`src/schedule_move_delta_scoring_unit_defines.svh`:
```
// Assertion macros for the scoring unit
`ifndef SCHEDULE_MOVE_DELTA_SCORING_UNIT_DEFINES_SVH
`define SCHEDULE_MOVE_DELTA_SCORING_UNIT_DEFINES_SVH

`ifndef SYNTHESIS
`define SMDS_ASSERT(lbl, clk, rst_n, prop, msg) \
  lbl: assert property (@(posedge clk) disable iff (!rst_n) prop) else $error(msg);
`define SMDS_ASSERT_NEVER(lbl, clk, rst_n, cond, msg) \
  lbl: assert property (@(posedge clk) disable iff (!rst_n) !(cond)) else $error(msg);
`else
`define SMDS_ASSERT(lbl, clk, rst_n, prop, msg)
`define SMDS_ASSERT_NEVER(lbl, clk, rst_n, cond, msg)
`endif

`endif

```
`src/smds_pkg.sv`:
```
package smds_pkg;

  localparam int INDEX_BITS  = 16;
  localparam int TIME_BITS   = 32;
  localparam int FRAC_BITS   = 12;
  localparam int SCORE_W     = 32;

  // digit-serial datapath
  localparam int DIGIT       = 4;
  localparam int LANE_OPS    = 4;
  localparam int SUM_W       = DIGIT + 2;
  localparam int DW_RAW      = ((TIME_BITS > SCORE_W - 1) ? TIME_BITS : SCORE_W - 1) + 4;
  localparam int DW          = ((DW_RAW + DIGIT - 1) / DIGIT) * DIGIT;
  localparam int NDIG        = DW / DIGIT;
  localparam int CNT_W       = $clog2(NDIG);

  // reciprocal: floor(2^RECIP_SHIFT / mag)
  localparam int RECIP_SHIFT = 2 * FRAC_BITS;
  localparam int QW          = RECIP_SHIFT + 1;
  localparam int RW          = RECIP_SHIFT + 2;
  localparam int RCNT_W      = $clog2(QW);

  localparam logic [SCORE_W-1:0] SCORE_MAX = {1'b0, {(SCORE_W - 1){1'b1}}};
  localparam logic [SCORE_W-1:0] SCORE_MIN = {1'b1, {(SCORE_W - 1){1'b0}}};

  localparam logic OP_SWAP = 1'b0;
  localparam logic OP_MOVE = 1'b1;

  typedef struct packed {
    logic          start;
    logic [DW-1:0] mag;
  } recip_req_t;

  typedef struct packed {
    logic               done;
    logic [SCORE_W-1:0] q;
  } recip_rsp_t;

endpackage

```
`src/smds_if.sv`:
```
interface smds_in_if;
  logic                             valid;
  logic                             ready;
  logic                             operation;
  logic                             last;
  logic [smds_pkg::INDEX_BITS-1:0]  origin_task;
  logic [smds_pkg::INDEX_BITS-1:0]  target;
  logic                             same_machine;
  logic [smds_pkg::TIME_BITS-1:0]   time_a_old;
  logic [smds_pkg::TIME_BITS-1:0]   time_b_old;
  logic [smds_pkg::TIME_BITS-1:0]   exec_x_on_a;
  logic [smds_pkg::TIME_BITS-1:0]   exec_y_on_a;
  logic [smds_pkg::TIME_BITS-1:0]   exec_y_on_b;
  logic [smds_pkg::TIME_BITS-1:0]   exec_x_on_b;
  logic [smds_pkg::TIME_BITS-1:0]   makespan;

  modport source (
    output valid, operation, last, origin_task, target, same_machine,
           time_a_old, time_b_old, exec_x_on_a, exec_y_on_a, exec_y_on_b,
           exec_x_on_b, makespan,
    input  ready
  );

  modport sink (
    input  valid, operation, last, origin_task, target, same_machine,
           time_a_old, time_b_old, exec_x_on_a, exec_y_on_a, exec_y_on_b,
           exec_x_on_b, makespan,
    output ready
  );
endinterface

interface smds_out_if;
  logic                               valid;
  logic                               ready;
  logic                               best_kind;
  logic [smds_pkg::INDEX_BITS-1:0]    best_origin;
  logic [smds_pkg::INDEX_BITS-1:0]    best_target;
  logic signed [smds_pkg::SCORE_W-1:0] best_score;

  modport source (
    output valid, best_kind, best_origin, best_target, best_score,
    input  ready
  );

  modport sink (
    input  valid, best_kind, best_origin, best_target, best_score,
    output ready
  );
endinterface

```
`src/schedule_move_delta_scoring_unit.sv`:
```
// Schedule move-delta scoring unit.
// Input channel in_i carries one candidate word (swap or move) with the
// machine times, execution times and makespan; output channel out_o carries
// the best candidate of a run, sent once for the word marked last.
// The sums are digit serial, four bits a cycle, over a 36-bit word.
// Per word: accept, the first pass (all sums and compares), pick the score
// form, a wait on the shared radix-2 reciprocal unit when the form needs
// one, a load step, the second pass, then saturate and keep the best.
// in_i.ready is high only between words. A result sits in an output
// register; the next word is taken while it waits, and only a later word
// marked last holds in its final cycle until out_o.ready frees the register.
// Reset clears the run, the held best (score 0) and the output valid.
`include "schedule_move_delta_scoring_unit_defines.svh"

module schedule_move_delta_scoring_unit (
  input  logic         clk_i,
  input  logic         rst_ni,
  smds_in_if.sink      in_i,
  smds_out_if.source   out_o
);

  localparam int DW      = smds_pkg::DW;
  localparam int DIGIT   = smds_pkg::DIGIT;
  localparam int SCORE_W = smds_pkg::SCORE_W;
  localparam int IW      = smds_pkg::INDEX_BITS;

  localparam int LN_AOV    = 0;
  localparam int LN_BOV    = 1;
  localparam int LN_DA     = 2;
  localparam int LN_DB     = 3;
  localparam int LN_DAB    = 4;
  localparam int LN_ACRIT  = 5;
  localparam int LN_BCRIT  = 6;
  localparam int LN_MOV    = 7;
  localparam int LN_DXB    = 8;
  localparam int LN_NDA    = 9;
  localparam int LN_NDB    = 10;
  localparam int LN_NDAB   = 11;
  localparam int LN_NDXB   = 12;
  localparam int LN_NXA    = 13;
  localparam int LN_XB     = 14;
  localparam int NUM_LANES = 15;

  localparam logic [DW-1:0]    ONE_Q = DW'(1) << smds_pkg::FRAC_BITS;
  localparam logic [DIGIT-1:0] DZ    = '0;

  typedef enum logic [6:0] {
    ST_IDLE     = 7'b0000001,
    ST_PASS1    = 7'b0000010,
    ST_CLASSIFY = 7'b0000100,
    ST_DIV      = 7'b0001000,
    ST_LOAD2    = 7'b0010000,
    ST_PASS2    = 7'b0100000,
    ST_DECIDE   = 7'b1000000
  } state_e;

  typedef enum logic [2:0] {
    SRC_ZERO, SRC_AOV, SRC_BOV, SRC_DA, SRC_DB, SRC_MOV, SRC_NXA, SRC_RECIP
  } src_e;

  state_e state_q, state_d;
  logic [smds_pkg::CNT_W-1:0] cnt_q, cnt_d;
  logic accept;
  logic last_digit;

  logic kind_q, last_q, same_q;
  logic [IW-1:0] origin_q, target_q;
  logic [DW-1:0] ta_q, tb_q, xa_q, ya_q, yb_q, xb_q, m_q, one_q;

  logic [DIGIT-1:0] d_ta, d_tb, d_xa, d_ya, d_yb, d_xb, d_m, d_one;
  logic [smds_pkg::LANE_OPS-1:0][DIGIT-1:0] lane_dig [NUM_LANES];
  logic [1:0]    lane_cin [NUM_LANES];
  logic [DW-1:0] lane_res [NUM_LANES];

  logic aov, bov, acrit, bcrit, mov;
  src_e sel_a_d, sel_b_d, sel_a_q, sel_b_q;
  logic neg_d, neg_q;
  logic recip_go;
  logic [DW-1:0] recip_mag;
  smds_pkg::recip_req_t recip_req;
  smds_pkg::recip_rsp_t recip_rsp;

  logic [DW-1:0] opa_q, opb_q, opa_val, opb_val;
  logic inv_a_q, inv_b_q, inv_a_val, inv_b_val;
  logic [smds_pkg::LANE_OPS-1:0][DIGIT-1:0] p2_dig;
  logic [1:0]    p2_cin;
  logic [DW-1:0] score_sum;

  logic fits;
  logic signed [SCORE_W-1:0] sat_score;
  logic take, out_free, commit;

  logic run_open_q;
  logic held_kind_q;
  logic [IW-1:0] held_origin_q, held_target_q;
  logic signed [SCORE_W-1:0] held_score_q;
  logic nxt_kind;
  logic [IW-1:0] nxt_origin, nxt_target;
  logic signed [SCORE_W-1:0] nxt_score;

  logic out_valid_q, out_kind_q;
  logic [IW-1:0] out_origin_q, out_target_q;
  logic signed [SCORE_W-1:0] out_score_q;

  // ---------------------------------------------------------------- control
  assign accept     = in_i.valid && in_i.ready;
  assign in_i.ready = (state_q == ST_IDLE);
  assign last_digit = (cnt_q == smds_pkg::CNT_W'(smds_pkg::NDIG - 1));
  assign out_free   = !out_valid_q || out_o.ready;
  assign commit     = (state_q == ST_DECIDE) && (!last_q || out_free);

  always_comb begin
    state_d = state_q;
    cnt_d   = cnt_q;
    unique case (state_q)
      ST_IDLE: begin
        cnt_d = '0;
        if (accept) begin
          state_d = ST_PASS1;
        end
      end
      ST_PASS1: begin
        cnt_d = cnt_q + 1'b1;
        if (last_digit) begin
          cnt_d   = '0;
          state_d = ST_CLASSIFY;
        end
      end
      ST_CLASSIFY: begin
        state_d = recip_go ? ST_DIV : ST_LOAD2;
      end
      ST_DIV: begin
        if (recip_rsp.done) begin
          state_d = ST_LOAD2;
        end
      end
      ST_LOAD2: begin
        cnt_d   = '0;
        state_d = ST_PASS2;
      end
      ST_PASS2: begin
        cnt_d = cnt_q + 1'b1;
        if (last_digit) begin
          cnt_d   = '0;
          state_d = ST_DECIDE;
        end
      end
      ST_DECIDE: begin
        if (commit) begin
          state_d = ST_IDLE;
        end
      end
      default: begin
        state_d = ST_IDLE;
      end
    endcase
  end

  always_ff @(posedge clk_i or negedge rst_ni) begin
    if (!rst_ni) begin
      state_q <= ST_IDLE;
      cnt_q   <= '0;
    end else begin
      state_q <= state_d;
      cnt_q   <= cnt_d;
    end
  end

  // ------------------------------------------------------ operand shifters
  always_ff @(posedge clk_i) begin
    if (accept) begin
      kind_q   <= in_i.operation;
      last_q   <= in_i.last;
      same_q   <= in_i.same_machine;
      origin_q <= in_i.origin_task;
      target_q <= in_i.target;
      ta_q     <= DW'(in_i.time_a_old);
      tb_q     <= DW'(in_i.time_b_old);
      xa_q     <= DW'(in_i.exec_x_on_a);
      ya_q     <= DW'(in_i.exec_y_on_a);
      yb_q     <= DW'(in_i.exec_y_on_b);
      xb_q     <= DW'(in_i.exec_x_on_b);
      m_q      <= DW'(in_i.makespan);
      one_q    <= ONE_Q;
    end else if (state_q == ST_PASS1) begin
      ta_q  <= ta_q  >> DIGIT;
      tb_q  <= tb_q  >> DIGIT;
      xa_q  <= xa_q  >> DIGIT;
      ya_q  <= ya_q  >> DIGIT;
      yb_q  <= yb_q  >> DIGIT;
      xb_q  <= xb_q  >> DIGIT;
      m_q   <= m_q   >> DIGIT;
      one_q <= one_q >> DIGIT;
    end
  end

  assign d_ta  = ta_q[DIGIT-1:0];
  assign d_tb  = tb_q[DIGIT-1:0];
  assign d_xa  = xa_q[DIGIT-1:0];
  assign d_ya  = ya_q[DIGIT-1:0];
  assign d_yb  = yb_q[DIGIT-1:0];
  assign d_xb  = xb_q[DIGIT-1:0];
  assign d_m   = m_q[DIGIT-1:0];
  assign d_one = one_q[DIGIT-1:0];

  // first pass: every sum the score can need, subtraction as ~x + 1
  always_comb begin
    lane_dig[LN_AOV]   = {d_ta, ~d_xa, d_ya, ~d_m};
    lane_cin[LN_AOV]   = 2'd2;
    lane_dig[LN_BOV]   = {d_tb, ~d_yb, d_xb, ~d_m};
    lane_cin[LN_BOV]   = 2'd2;
    lane_dig[LN_DA]    = {d_ya, ~d_xa, DZ, DZ};
    lane_cin[LN_DA]    = 2'd1;
    lane_dig[LN_DB]    = {d_xb, ~d_yb, DZ, DZ};
    lane_cin[LN_DB]    = 2'd1;
    lane_dig[LN_DAB]   = {d_ya, ~d_xa, d_xb, ~d_yb};
    lane_cin[LN_DAB]   = 2'd2;
    lane_dig[LN_ACRIT] = {d_ta, d_one, ~d_m, DZ};
    lane_cin[LN_ACRIT] = 2'd1;
    lane_dig[LN_BCRIT] = {d_tb, d_one, ~d_m, DZ};
    lane_cin[LN_BCRIT] = 2'd1;
    lane_dig[LN_MOV]   = {d_tb, d_xb, ~d_m, DZ};
    lane_cin[LN_MOV]   = 2'd1;
    lane_dig[LN_DXB]   = {d_xb, ~d_xa, DZ, DZ};
    lane_cin[LN_DXB]   = 2'd1;
    lane_dig[LN_NDA]   = {d_xa, ~d_ya, DZ, DZ};
    lane_cin[LN_NDA]   = 2'd1;
    lane_dig[LN_NDB]   = {d_yb, ~d_xb, DZ, DZ};
    lane_cin[LN_NDB]   = 2'd1;
    lane_dig[LN_NDAB]  = {d_xa, ~d_ya, d_yb, ~d_xb};
    lane_cin[LN_NDAB]  = 2'd2;
    lane_dig[LN_NDXB]  = {d_xa, ~d_xb, DZ, DZ};
    lane_cin[LN_NDXB]  = 2'd1;
    lane_dig[LN_NXA]   = {~d_xa, DZ, DZ, DZ};
    lane_cin[LN_NXA]   = 2'd1;
    lane_dig[LN_XB]    = {d_xb, DZ, DZ, DZ};
    lane_cin[LN_XB]    = 2'd0;
  end

  for (genvar l = 0; l < NUM_LANES; l++) begin : g_lane
    smds_lane u_lane (
      .clk_i   (clk_i),
      .rst_ni  (rst_ni),
      .clear_i (accept),
      .shift_i (state_q == ST_PASS1),
      .cin_i   (lane_cin[l]),
      .dig_i   (lane_dig[l]),
      .res_o   (lane_res[l])
    );
  end

  // ------------------------------------------------------- score form
  assign aov   = !lane_res[LN_AOV][DW-1] && (|lane_res[LN_AOV]);
  assign bov   = !lane_res[LN_BOV][DW-1] && (|lane_res[LN_BOV]);
  assign mov   = !lane_res[LN_MOV][DW-1] && (|lane_res[LN_MOV]);
  assign acrit = !lane_res[LN_ACRIT][DW-1];
  assign bcrit = !lane_res[LN_BCRIT][DW-1];

  always_comb begin
    sel_a_d   = SRC_ZERO;
    sel_b_d   = SRC_ZERO;
    neg_d     = 1'b0;
    recip_go  = 1'b0;
    recip_mag = lane_res[LN_XB];
    unique case (kind_q)
      smds_pkg::OP_SWAP: begin
        if (same_q) begin
          sel_a_d = SRC_ZERO;
        end else if (aov || bov) begin
          sel_a_d = aov ? SRC_AOV : SRC_ZERO;
          sel_b_d = bov ? SRC_BOV : SRC_ZERO;
        end else if (acrit || bcrit) begin
          sel_a_d = acrit ? SRC_DA : SRC_RECIP;
          sel_b_d = bcrit ? SRC_DB : SRC_RECIP;
          if (!acrit) begin
            recip_go  = 1'b1;
            neg_d     = lane_res[LN_DA][DW-1];
            recip_mag = neg_d ? lane_res[LN_NDA] : lane_res[LN_DA];
          end else if (!bcrit) begin
            recip_go  = 1'b1;
            neg_d     = lane_res[LN_DB][DW-1];
            recip_mag = neg_d ? lane_res[LN_NDB] : lane_res[LN_DB];
          end
        end else begin
          sel_a_d   = SRC_RECIP;
          recip_go  = 1'b1;
          neg_d     = lane_res[LN_DAB][DW-1];
          recip_mag = neg_d ? lane_res[LN_NDAB] : lane_res[LN_DAB];
        end
      end
      smds_pkg::OP_MOVE: begin
        if (mov) begin
          sel_a_d = SRC_MOV;
        end else if (acrit) begin
          sel_a_d   = SRC_NXA;
          sel_b_d   = SRC_RECIP;
          recip_go  = 1'b1;
          recip_mag = lane_res[LN_XB];
        end else begin
          sel_a_d   = SRC_RECIP;
          recip_go  = 1'b1;
          neg_d     = lane_res[LN_DXB][DW-1];
          recip_mag = neg_d ? lane_res[LN_NDXB] : lane_res[LN_DXB];
        end
      end
      default: begin
        sel_a_d = SRC_ZERO;
      end
    endcase
  end

  always_ff @(posedge clk_i) begin
    if (state_q == ST_CLASSIFY) begin
      sel_a_q <= sel_a_d;
      sel_b_q <= sel_b_d;
      neg_q   <= neg_d;
    end
  end

  assign recip_req.start = (state_q == ST_CLASSIFY) && recip_go;
  assign recip_req.mag   = recip_mag;

  smds_recip u_recip (
    .clk_i  (clk_i),
    .rst_ni (rst_ni),
    .req_i  (recip_req),
    .rsp_o  (recip_rsp)
  );

  // ------------------------------------------------------- second pass
  function automatic logic [DW-1:0] src_value(src_e s, logic [DW-1:0] v_aov,
                                             logic [DW-1:0] v_bov, logic [DW-1:0] v_da,
                                             logic [DW-1:0] v_db, logic [DW-1:0] v_mov,
                                             logic [DW-1:0] v_nxa,
                                             logic [SCORE_W-1:0] v_q);
    logic [DW-1:0] v;
    case (s)
      SRC_AOV:   v = v_aov;
      SRC_BOV:   v = v_bov;
      SRC_DA:    v = v_da;
      SRC_DB:    v = v_db;
      SRC_MOV:   v = v_mov;
      SRC_NXA:   v = v_nxa;
      SRC_RECIP: v = DW'(v_q);
      default:   v = '0;
    endcase
    return v;
  endfunction

  assign opa_val   = src_value(sel_a_q, lane_res[LN_AOV], lane_res[LN_BOV],
                               lane_res[LN_DA], lane_res[LN_DB], lane_res[LN_MOV],
                               lane_res[LN_NXA], recip_rsp.q);
  assign opb_val   = src_value(sel_b_q, lane_res[LN_AOV], lane_res[LN_BOV],
                               lane_res[LN_DA], lane_res[LN_DB], lane_res[LN_MOV],
                               lane_res[LN_NXA], recip_rsp.q);
  assign inv_a_val = (sel_a_q == SRC_RECIP) && neg_q;
  assign inv_b_val = (sel_b_q == SRC_RECIP) && neg_q;

  always_ff @(posedge clk_i) begin
    if (state_q == ST_LOAD2) begin
      opa_q   <= opa_val;
      opb_q   <= opb_val;
      inv_a_q <= inv_a_val;
      inv_b_q <= inv_b_val;
    end else if (state_q == ST_PASS2) begin
      opa_q <= opa_q >> DIGIT;
      opb_q <= opb_q >> DIGIT;
    end
  end

  assign p2_dig = {opa_q[DIGIT-1:0] ^ {DIGIT{inv_a_q}},
                   opb_q[DIGIT-1:0] ^ {DIGIT{inv_b_q}}, DZ, DZ};
  // carry-in is taken on the load cycle, before the inversion flags register
  assign p2_cin = 2'(inv_a_val) + 2'(inv_b_val);

  smds_lane u_sum (
    .clk_i   (clk_i),
    .rst_ni  (rst_ni),
    .clear_i (state_q == ST_LOAD2),
    .shift_i (state_q == ST_PASS2),
    .cin_i   (p2_cin),
    .dig_i   (p2_dig),
    .res_o   (score_sum)
  );

  // ------------------------------------------------------- keep best
  assign fits      = (&score_sum[DW-1:SCORE_W-1]) || (~|score_sum[DW-1:SCORE_W-1]);
  assign sat_score = fits ? score_sum[SCORE_W-1:0]
                          : (score_sum[DW-1] ? smds_pkg::SCORE_MIN : smds_pkg::SCORE_MAX);
  assign take      = !run_open_q || (sat_score < held_score_q);

  assign nxt_kind   = take ? kind_q    : held_kind_q;
  assign nxt_origin = take ? origin_q  : held_origin_q;
  assign nxt_target = take ? target_q  : held_target_q;
  assign nxt_score  = take ? sat_score : held_score_q;

  always_ff @(posedge clk_i or negedge rst_ni) begin
    if (!rst_ni) begin
      run_open_q    <= 1'b0;
      held_kind_q   <= 1'b0;
      held_origin_q <= '0;
      held_target_q <= '0;
      held_score_q  <= '0;
      out_valid_q   <= 1'b0;
    end else begin
      if (out_valid_q && out_o.ready) begin
        out_valid_q <= 1'b0;
      end
      if (commit) begin
        held_kind_q   <= nxt_kind;
        held_origin_q <= nxt_origin;
        held_target_q <= nxt_target;
        held_score_q  <= nxt_score;
        run_open_q    <= !last_q;
        if (last_q) begin
          out_valid_q <= 1'b1;
        end
      end
    end
  end

  always_ff @(posedge clk_i) begin
    if (commit && last_q) begin
      out_kind_q   <= nxt_kind;
      out_origin_q <= nxt_origin;
      out_target_q <= nxt_target;
      out_score_q  <= nxt_score;
    end
  end

  assign out_o.valid       = out_valid_q;
  assign out_o.best_kind   = out_kind_q;
  assign out_o.best_origin = out_origin_q;
  assign out_o.best_target = out_target_q;
  assign out_o.best_score  = out_score_q;

  // ------------------------------------------------------- checks
  `SMDS_ASSERT(a_accept_starts_pass, clk_i, rst_ni, accept |=> (state_q == ST_PASS1) && (cnt_q == '0), "accepted word did not start the first pass")
  `SMDS_ASSERT_NEVER(a_recip_done_outside_div, clk_i, rst_ni, recip_rsp.done && (state_q != ST_DIV), "reciprocal finished outside its wait state")
  `SMDS_ASSERT(a_last_closes_run, clk_i, rst_ni, (commit && last_q) |=> (!run_open_q && out_valid_q), "last word did not close the run and post the result")

endmodule

```
`src/smds_lane.sv`:
```
module smds_lane (
  input  logic                                             clk_i,
  input  logic                                             rst_ni,
  input  logic                                             clear_i,
  input  logic                                             shift_i,
  input  logic [1:0]                                       cin_i,
  input  logic [smds_pkg::LANE_OPS-1:0][smds_pkg::DIGIT-1:0] dig_i,
  output logic [smds_pkg::DW-1:0]                          res_o
);

  logic [1:0]                   carry_q;
  logic [smds_pkg::DW-1:0]      res_q;
  logic [smds_pkg::SUM_W-1:0]   sum;

  always_comb begin
    sum = smds_pkg::SUM_W'(carry_q);
    for (int i = 0; i < smds_pkg::LANE_OPS; i++) begin
      sum = sum + smds_pkg::SUM_W'(dig_i[i]);
    end
  end

  always_ff @(posedge clk_i or negedge rst_ni) begin
    if (!rst_ni) begin
      carry_q <= '0;
    end else if (clear_i) begin
      carry_q <= cin_i;
    end else if (shift_i) begin
      carry_q <= sum[smds_pkg::SUM_W-1:smds_pkg::DIGIT];
    end
  end

  // result fills from the top, least significant digit first
  always_ff @(posedge clk_i) begin
    if (shift_i) begin
      res_q <= {sum[smds_pkg::DIGIT-1:0], res_q[smds_pkg::DW-1:smds_pkg::DIGIT]};
    end
  end

  assign res_o = res_q;

endmodule

```
`src/smds_recip.sv`:
```
module smds_recip (
  input  logic                  clk_i,
  input  logic                  rst_ni,
  input  smds_pkg::recip_req_t  req_i,
  output smds_pkg::recip_rsp_t  rsp_o
);

  logic                              busy_q;
  logic                              done_q;
  logic [smds_pkg::RCNT_W-1:0]       cnt_q;
  logic [smds_pkg::QW-1:0]           m_q;
  logic [smds_pkg::RW-1:0]           rem_q;
  logic [smds_pkg::SCORE_W-1:0]      q_q;
  logic                              mag_zero;
  logic                              mag_big;
  logic [smds_pkg::RW-1:0]           rem_sh;
  logic [smds_pkg::RW-1:0]           diff;
  logic                              fit;

  assign mag_zero = ~|req_i.mag;
  assign mag_big  = (|req_i.mag[smds_pkg::DW-1:smds_pkg::QW]) ||
                    (req_i.mag[smds_pkg::QW-1] && (|req_i.mag[smds_pkg::QW-2:0]));

  // the single dividend bit enters on the first step
  assign rem_sh = {rem_q[smds_pkg::RW-2:0],
                   cnt_q == smds_pkg::RCNT_W'(smds_pkg::RECIP_SHIFT)};
  assign fit    = rem_sh >= {1'b0, m_q};
  assign diff   = rem_sh - {1'b0, m_q};

  always_ff @(posedge clk_i or negedge rst_ni) begin
    if (!rst_ni) begin
      busy_q <= 1'b0;
      done_q <= 1'b0;
      cnt_q  <= '0;
    end else begin
      done_q <= 1'b0;
      if (req_i.start) begin
        if (mag_zero || mag_big) begin
          done_q <= 1'b1;
        end else begin
          busy_q <= 1'b1;
          cnt_q  <= smds_pkg::RCNT_W'(smds_pkg::RECIP_SHIFT);
        end
      end else if (busy_q) begin
        if (cnt_q == '0) begin
          busy_q <= 1'b0;
          done_q <= 1'b1;
        end else begin
          cnt_q <= cnt_q - 1'b1;
        end
      end
    end
  end

  always_ff @(posedge clk_i) begin
    if (req_i.start) begin
      m_q   <= req_i.mag[smds_pkg::QW-1:0];
      rem_q <= '0;
      q_q   <= mag_zero ? smds_pkg::SCORE_MAX : '0;
    end else if (busy_q) begin
      rem_q <= fit ? diff : rem_sh;
      q_q   <= {q_q[smds_pkg::SCORE_W-2:0], fit};
    end
  end

  assign rsp_o.done = done_q;
  assign rsp_o.q    = q_q;

endmodule
```
`src/flat_wrapper.sv`:
```
// flat-port wrapper written by rule: the top's interface ports become plain ports
module schedule_move_delta_scoring_unit_flat 
  (clk_i, rst_ni, in_i_valid, in_i_operation, in_i_last, in_i_origin_task, in_i_target, in_i_same_machine, in_i_time_a_old, in_i_time_b_old, in_i_exec_x_on_a, in_i_exec_y_on_a, in_i_exec_y_on_b, in_i_exec_x_on_b, in_i_makespan, in_i_ready, out_o_valid, out_o_best_kind, out_o_best_origin, out_o_best_target, out_o_best_score, out_o_ready);
  smds_in_if in_i_i ();
  smds_out_if out_o_i ();
  input  logic clk_i;
  input  logic rst_ni;
  input wire logic [$bits(in_i_i.valid)-1:0] in_i_valid;
  input wire logic [$bits(in_i_i.operation)-1:0] in_i_operation;
  input wire logic [$bits(in_i_i.last)-1:0] in_i_last;
  input wire logic [$bits(in_i_i.origin_task)-1:0] in_i_origin_task;
  input wire logic [$bits(in_i_i.target)-1:0] in_i_target;
  input wire logic [$bits(in_i_i.same_machine)-1:0] in_i_same_machine;
  input wire logic [$bits(in_i_i.time_a_old)-1:0] in_i_time_a_old;
  input wire logic [$bits(in_i_i.time_b_old)-1:0] in_i_time_b_old;
  input wire logic [$bits(in_i_i.exec_x_on_a)-1:0] in_i_exec_x_on_a;
  input wire logic [$bits(in_i_i.exec_y_on_a)-1:0] in_i_exec_y_on_a;
  input wire logic [$bits(in_i_i.exec_y_on_b)-1:0] in_i_exec_y_on_b;
  input wire logic [$bits(in_i_i.exec_x_on_b)-1:0] in_i_exec_x_on_b;
  input wire logic [$bits(in_i_i.makespan)-1:0] in_i_makespan;
  output wire logic [$bits(in_i_i.ready)-1:0] in_i_ready;
  output wire logic [$bits(out_o_i.valid)-1:0] out_o_valid;
  output wire logic [$bits(out_o_i.best_kind)-1:0] out_o_best_kind;
  output wire logic [$bits(out_o_i.best_origin)-1:0] out_o_best_origin;
  output wire logic [$bits(out_o_i.best_target)-1:0] out_o_best_target;
  output wire logic [$bits(out_o_i.best_score)-1:0] out_o_best_score;
  input wire logic [$bits(out_o_i.ready)-1:0] out_o_ready;
  assign in_i_i.valid = in_i_valid;
  assign in_i_i.operation = in_i_operation;
  assign in_i_i.last = in_i_last;
  assign in_i_i.origin_task = in_i_origin_task;
  assign in_i_i.target = in_i_target;
  assign in_i_i.same_machine = in_i_same_machine;
  assign in_i_i.time_a_old = in_i_time_a_old;
  assign in_i_i.time_b_old = in_i_time_b_old;
  assign in_i_i.exec_x_on_a = in_i_exec_x_on_a;
  assign in_i_i.exec_y_on_a = in_i_exec_y_on_a;
  assign in_i_i.exec_y_on_b = in_i_exec_y_on_b;
  assign in_i_i.exec_x_on_b = in_i_exec_x_on_b;
  assign in_i_i.makespan = in_i_makespan;
  assign in_i_ready = in_i_i.ready;
  assign out_o_valid = out_o_i.valid;
  assign out_o_best_kind = out_o_i.best_kind;
  assign out_o_best_origin = out_o_i.best_origin;
  assign out_o_best_target = out_o_i.best_target;
  assign out_o_best_score = out_o_i.best_score;
  assign out_o_i.ready = out_o_ready;
  schedule_move_delta_scoring_unit u_core (.clk_i(clk_i), .rst_ni(rst_ni), .in_i(in_i_i), .out_o(out_o_i));
endmodule
```
`config.mk`:
```
export PLATFORM = sky130hd
export DESIGN_NAME = schedule_move_delta_scoring_unit_flat
export DESIGN_NICKNAME = d
export VERILOG_FILES = /design/src/smds_pkg.sv /design/src/smds_if.sv /design/src/schedule_move_delta_scoring_unit.sv /design/src/smds_lane.sv /design/src/smds_recip.sv /design/src/flat_wrapper.sv
export VERILOG_INCLUDE_DIRS = /design/src /design/src/src
export SDC_FILE = /design/constraint.sdc
export NUM_CORES = 2
export LEC_CHECK = 0
export BUFFER_PORTS_ARGS = -buffer_cell sky130_fd_sc_hd__buf_4
export CORE_MARGIN = 5
export CORE_UTILIZATION = 42
export CTS_CLUSTER_DIAMETER = 50
export DETAILED_ROUTE_END_ITERATION = 7
export PLACE_DENSITY = 0.59
export SLEW_MARGIN = 40
export SYNTH_ARGS = -nofsm -noshare
export SYNTH_HDL_FRONTEND = slang
export SYNTH_SLANG_ARGS = --single-unit
```
`constraint.sdc`:
```
create_clock -name clk_i -period 26.7 [get_ports clk_i]
set_input_delay 1.335 -clock clk_i [delete_from_list [all_inputs] [get_ports clk_i]]
set_output_delay 1.335 -clock clk_i [all_outputs]
set_load 0.005 [all_outputs]
```
# Word-level counts from Yosys, hierarchy flattened
# Index checks and enable logic that the tools add are counted.
[word_totals]
reg_bits = 1184
latch_bits = 0
ram_bits = 0
romBits = 0
input_bits = 263
output_inout_bits = 67
wordCells = 330
mem_count = 0
[op_classes]
addsub = 45
mul = 0
n_div = 0
magnitude_cmp = 2
n_eq_ne = 30
shifts = 0
muxes = 129
bitwise_logic = 8
n_reduce_logical = 46
[ops]
columns = ["operator", "n"]
rows = [
  ["2-to-1 mux 32 bit", 19],
  ["2-to-1 mux 36 bit", 15],
  ["case mux 36 bit (7 select lines)", 2],
  ["OR reduction 36 bit", 4],
  ["adder 6 x 4 -> 6 bit", 15],
  ["adder 2 x 4 -> 5 bit", 16],
  ["case mux 36 bit (2 select lines)", 1],
  ["2-to-1 mux 2 bit", 34],
  ["case mux 7 bit (7 select lines)", 1],
  ["adder 5 x 4 -> 6 bit", 8],
  ["2-to-1 mux 7 bit", 5],
  ["less-than comparator 32 bit", 1],
  ["2-to-1 mux 16 bit", 2],
  ["2-to-1 mux 31 bit", 1],
  ["2-to-1 mux 3 bit", 10],
  ["2-to-1 mux 1 bit", 27],
  ["greater-or-equal comparator 26 x 25 -> 1 bit", 1],
  ["2-to-1 mux 25 bit", 1],
  ["2-to-1 mux 5 bit", 5],
  ["subtractor 25 bit", 1],
  ["== test 3 bit (second input constant)", 8],
  ["OR reduction 24 bit", 1],
  ["inverter 4 bit", 5],
  ["adder 5 x 1 -> 6 bit", 2],
  ["32 further kinds", 75],
]

# Depth between registers and ports, before layout
[logic_depth]
word_depth = 13
depth_mapped = 19
mapped_depth_nobuf = 15

# Cells and area by module
# A second synthesis with hierarchy kept.
[unflattened]
cells_unflattened = 5132
area_unflattened_um2 = 60112.7
[modules_own_cells]
columns = ["module", "instances", "cells_per_inst", "area_per_inst_um2", "seq_area_each_um2"]
rows = [
  ["schedule_move_delta_scoring_unit", 1, 3011, 29243.0, 14194.9],
  ["smds_lane", 16, 99, 1610.3, 1131.1],
  ["smds_recip", 1, 537, 5104.9, 2387.3],
]

# Least setup slack after synthesis
# Ideal clock, no wire load.
[synth_path]
path_kind = "reg-to-reg"
startpoint = "reg u_core.state_q[3]"
endpoint = "reg u_core.g_lane[11].u_lane.carry_q[1]"
setup_ns = 0.782
arrival_ns = 14.262
t_required_ns = 25.918
setup_slack_ns = 11.657
stages_incl_launch_ff = 7
n_path_buf = 1
synth_period_minus_slack_ns = 15.043
cell_sequence = "dfrtp_1 nor3_1 and2_1 nand3b_1 clkinv_1 clkbuf_1 a22oi_1"
[synth_via]
elab_chain_cells = 3
elab_cells_between_ends = 5
cone_classes = "2 x eq/ne; 1 x mux; 2 x reduce/logical"
[synth_lines]
columns = ["element", "line", "text"]
rows = [
  ["start, declared", "schedule_move_delta_scoring_unit.sv:61", "state_e state_q, state_d;"],
  ["start signal, assigned", "schedule_move_delta_scoring_unit.sv:164", "state_q <= state_d;"],
  ["== test 7 x 1 -> 1 bit", "schedule_move_delta_scoring_unit.sv:107", "assign in_i.ready = (state_q == ST_IDLE);"],
  ["logical AND 1 bit", "schedule_move_delta_scoring_unit.sv:106", "assign accept = in_i.valid && in_i.ready;"],
  ["2-to-1 mux 2 bit / nonzero test 2 bit (equally long branches)", "--", ""],
  ["end signal, assigned", "smds_lane.sv:26", "carry_q <= cin_i;"],
  ["end signal, assigned", "smds_lane.sv:28", "carry_q <= sum[smds_pkg::SUM_W-1:smds_pkg::DIGIT];"],
  ["end, declared", "smds_lane.sv:11", "logic [1:0] carry_q;"],
]
# Several ways; a longest one is shown, not always the timed one.
# A chain may end at the register's enable or synchronous reset.

# Worst setup path in the final report
[layout_path]
startpoint = "reg u_core.u_sum.res_q, in the netlist u_core.u_sum.res_o[31]"
endpoint = "reg u_core.held_score_q[14]"
[layout_via]
elab_chain_cells = 7
elab_cells_between_ends = 8
cone_classes = "1 x order compare; 2 x mux; 5 x reduce/logical"
[layout_lines]
columns = ["element", "line", "text"]
rows = [
  ["start, declared", "smds_lane.sv:12", "logic [smds_pkg::DW-1:0] res_q;"],
  ["start signal, assigned", "smds_lane.sv:35", "res_q <= {sum[smds_pkg::DIGIT-1:0], res_q[smds_pkg::DW-1:smds_pkg::DIGIT]};"],
  ["OR reduction 5 bit", "schedule_move_delta_scoring_unit.sv:387", "assign fits = (&score_sum[DW-1:SCORE_W-1]) || (~|score_sum[DW-1:SCORE_W-1]);"],
  ["logical NOT 1 bit", "schedule_move_delta_scoring_unit.sv:387", ""],
  ["logical OR 1 bit", "schedule_move_delta_scoring_unit.sv:387", ""],
  ["2-to-1 mux 32 bit (*)", "schedule_move_delta_scoring_unit.sv:388", "assign sat_score = fits ? score_sum[SCORE_W-1:0]"],
  ["less-than comparator 32 bit", "schedule_move_delta_scoring_unit.sv:390", "assign take = !run_open_q || (sat_score < held_score_q);"],
  ["logical OR 1 bit", "schedule_move_delta_scoring_unit.sv:390", ""],
  ["2-to-1 mux 32 bit (*)", "schedule_move_delta_scoring_unit.sv:395", "assign nxt_score = take ? sat_score : held_score_q;"],
  ["end signal, assigned", "schedule_move_delta_scoring_unit.sv:413", "held_score_q <= nxt_score;"],
  ["end, declared", "schedule_move_delta_scoring_unit.sv:96", "logic signed [SCORE_W-1:0] held_score_q;"],
]
# Mark *: on every way between the ends. The rest lies on a longest branch, timed or not.

==> reports/summary.txt <==
cts bufs inserted: 135
total power: 7.431 mW
Detail Route Antenna Nets: 0
final worst path period share: 19.12%
final wirelength: 147,600 um
Synth top area share: 54.06%
Synth area leader: edfxtp_1
largest cells by area after synthesis: edfxtp_1 54%, nand2_1 5.4%, dfrtp_1 5.3%
Cell variety after synth: 82
CP Buf/Inv Count: 3
setup TNS: 0 ps
Async S/R FF share, synth: 10.34%
unrepaired setup endpoints after global routing: false
Critical Path RT: 27,290 ps
maximum clock rate: 195.9 MHz
Worst Setup Start Kind: register
Root Buffer: clkbuf_16
Pre-Repair DR Iteration Count: 5
Post-Syn Area per Cell: 12.43 um^2
Die Y: 367.8 um
Mapped Area: 53,770 um^2
aggregate global routing overflow: 0
Cells after DPL: 6,126
most frequent cell on the critical path: a21o_1
PD cells: 118.7 nW/um^2
Lkg Pwr: 24.63 nW
worst setup margin: 21,590 ps
syn_nets: 4,805
commonest non-fill, non-tap cells in the layout: 968 x edfxtp_1, 771 x nand2_1, 391 x buf_4, 232 x inv_1, 206 x a21oi_1
xor and xnor area share after synthesis: 1.157%
Core Footprint: 127,400 um^2
worst hold slack: 424.7 ps
antenna violations before repair: 3
min-delay worst type: register to register
critical path class: register to register
I/O Pins: 330
largest net degree at the start of global routing: 169
vias post-DR: 36,220
Post-DP HPWL: 100,400 um
width of the die: 367.8 um
simple-gate share of the synthesized area: 10.10%
# setup viols final: 0
maximum VDD drop: 0.00008228 V
number of remaining DRC errors: 0
crit-path cells: nor4_1, nor2_1, buf_4, o21ai_0, inv_1, ha_1, a21o_1, a21o_1, a21o_1, a21o_1, a21oi_1, o21ai_0, o211a_1, nor4_2, o31a_1, buf_4, a221oi_1
crit end category: register
CP max stage delay: 580 ps
actual slew at the worst max-slew pin: 909.5 ps
share of cells above drive strength 1: 18.08%
wire per inst: 23.16 um
postcts setup bufs: 0
Fin. Hold Viols: 0
post-synthesis mux area share: 7.587%
post-layout minimum cycle time: 5106 ps
worst slack at placement: 21,640 ps
outcome: complete, no violations
CTS tree: done
vias in the first global route: 36,430
Die Footprint: 135,300 um^2
Area Overhead vs Synth: 16.43%
most common cell after layout, fill and taps aside: edfxtp_1
Mapped Cells: 4,325
Initial DRC Count: 3,256
cts hold-fix bufs: 0
Starting Density: 42.22%
Synth Register Bits: 1,112
CTS Sinks: 1,112
crit path DAT: 5690 ps
Slew HR: 38.81%
I/O Buffers: 329
H-tree depth: 4
dominant synthesized flop cell: edfxtp_1
Crit path max-delay family: compound AO/OA/AOI/OAI gates
Non-Filler Instances: 6,371
Seq/Total Area, Yosys: 60.50%
final slew viol count: 0
post-CTS sizing: 0
Vias/cell: 5.684
Adder-Cell Fraction of Synth Area: 5.999%
EDFF count, synth: 968
Compound-Gate Fraction of Synth Area: 11.05%
Clock Skews: 35.99 ps
# rows: 131
first-pass GRT wire length: 224,800 um
clock buffer depth: 3
maximum fanout along the worst path: 30
Placer Congestion: 0.9015
setup slack, reg-to-reg: 21,590 ps
Slowest cell on crit path: nor4_2
Clock Latency Late Sink: 770 ps
max cap viols: 0
fin nets: 5,082
main combinational cell family by area after synthesis: compound AO/OA/AOI/OAI gates
gr usage total: 21.45%
clk slew on worst S/H paths: 60 ps
YS warnings: 0
==> registers in the layout (all words and copies together), names as in the netlist, 7 cells and up <==
register / cells
u_core.g_lane.u_lane.carry_q: 28
u_core.g_lane.u_lane.res_o: 470
u_core.held_origin_q: 16
u_core.held_score_q: 32
u_core.held_target_q: 16
u_core.m_q: 32
u_core.opa_q: 36
u_core.opb_q: 36
u_core.origin_q: 16
u_core.out_o.best_origin: 16
u_core.out_o.best_score: 32
u_core.out_o.best_target: 16
u_core.state_q: 7
u_core.ta_q: 32
u_core.target_q: 16
u_core.tb_q: 32
u_core.u_recip.m_q: 25
u_core.u_recip.q_q: 32
u_core.u_recip.rem_q: 25
u_core.u_sum.res_o: 36
u_core.xa_q: 32
u_core.xb_q: 32
u_core.ya_q: 32
u_core.yb_q: 32
==> cell type report <==
| cell class | count | area, um^2 |
|---|---|---|
| Fill cell | 11160 | 64750 |
| Sequential cell | 1112 | 32530 |
| Multi-Input combinational cell | 2712 | 19430 |
| Clock buffer | 165 | 3585 |
| Timing Repair Buffer | 404 | 3132 |
| Tap cell | 1662 | 2079 |
| Clock inverter | 78 | 928.4 |
| Inverter | 237 | 912.1 |
| Antenna cell | 1 | 2.502 |
==> metal layers <==
metal | routed length (um) | track usage, % | vias to the layer above
met5 | 13 | 0 | -
met2 | 69170 | 34.20 | 1394
met3 | 12050 | 5.296 | 272
met1 | 61480 | 28.84 | 17870
li1 | - | - | 16680
met4 | 4864 | 7.368 | 2
==> through the flow <==
| stage | instance area (um^2) | util [%] |
|---|---|---|
| after floorplan | 53770 | - |
| after global placement | 57970 | 45.52 |
| after detailed placement | 58050 | 45.58 |
| after CTS | 62560 | 49.12 |
| after global routing | 62600 | 49.15 |
| final | 62600 | 49.15 |
==> report_power, final <==
group / switching, mW / total [mW] / leakage (nW) / internal, mW
registers: 0.319 / 2.98 / 10.6 / 2.66
clock network: 0.755 / 1.86 / 2.20 / 1.11
logic: 1.55 / 2.59 / 11.9 / 1.04
==> cell usage after synthesis, types with 31 or more instances <==
library cell,number
mux2i_1,115
dfrtp_1,114
a21o_1,79
mux2_2,151
a221o_1,66
nand2_1,774
a21oi_1,207
xnor2_1,37
o221ai_1,31
mux4_2,52
o22ai_1,44
inv_1,233
nand3_1,57
a22oi_1,53
ha_1,149
clkbuf_1,210
xor2_1,34
fa_1,68
nor2_1,99
a211oi_1,45
nor3_1,37
nor2b_1,31
nor4_1,64
and3_1,74
o21ai_0,182
edfxtp_1,968
a221oi_1,32
==> cell families (layout without fill, tap and decap cells) <==
kind of cell | count (synthesis) | after routing
fa+ha+maj | 217 | 217
mux | 323 | 323
compound gates | 877 | 877
buf+inv | 501 | 884
xor+xnor | 71 | 71
other cells | 0 | 1
flops | 1112 | 1112
simple gates | 1224 | 1224
==> worst register-to-register path, delay by kind of cell, from the launching register on <==
| family | cells | cell delay [ps] |
|---|---|---|
| fa+ha+maj | 1 | 330 |
| compound gates | 10 | 2460 |
| buf+inv | 3 | 760 |
| simple gates | 3 | 930 |
| flops | 1 | 440 |
==> worst paths after layout <==
path	startpoint	to	cells past startpoint
hold / removal	u_core.g_lane[8].u_lane.res_o[5]$_DFFE_PP_	u_core.g_lane[8].u_lane.res_o[1]$_DFFE_PP_	0
setup reg to reg	u_core.u_sum.res_o[31]$_DFFE_PP_	u_core.held_score_q[14]$_DFFE_PN0P_	17
max in group asynchronous	rst_ni	u_core.g_lane[3].u_lane.carry_q[0]$_DFFE_PN0P_	3
min in group asynchronous	rst_ni	u_core.u_recip.cnt_q[3]$_DFFE_PN0P_	1
hold reg to reg	u_core.g_lane[8].u_lane.res_o[5]$_DFFE_PP_	u_core.g_lane[8].u_lane.res_o[1]$_DFFE_PP_	0
setup / recovery	u_core.u_sum.res_o[31]$_DFFE_PP_	u_core.held_score_q[14]$_DFFE_PN0P_	17
(Power assumes the default switching activity.)
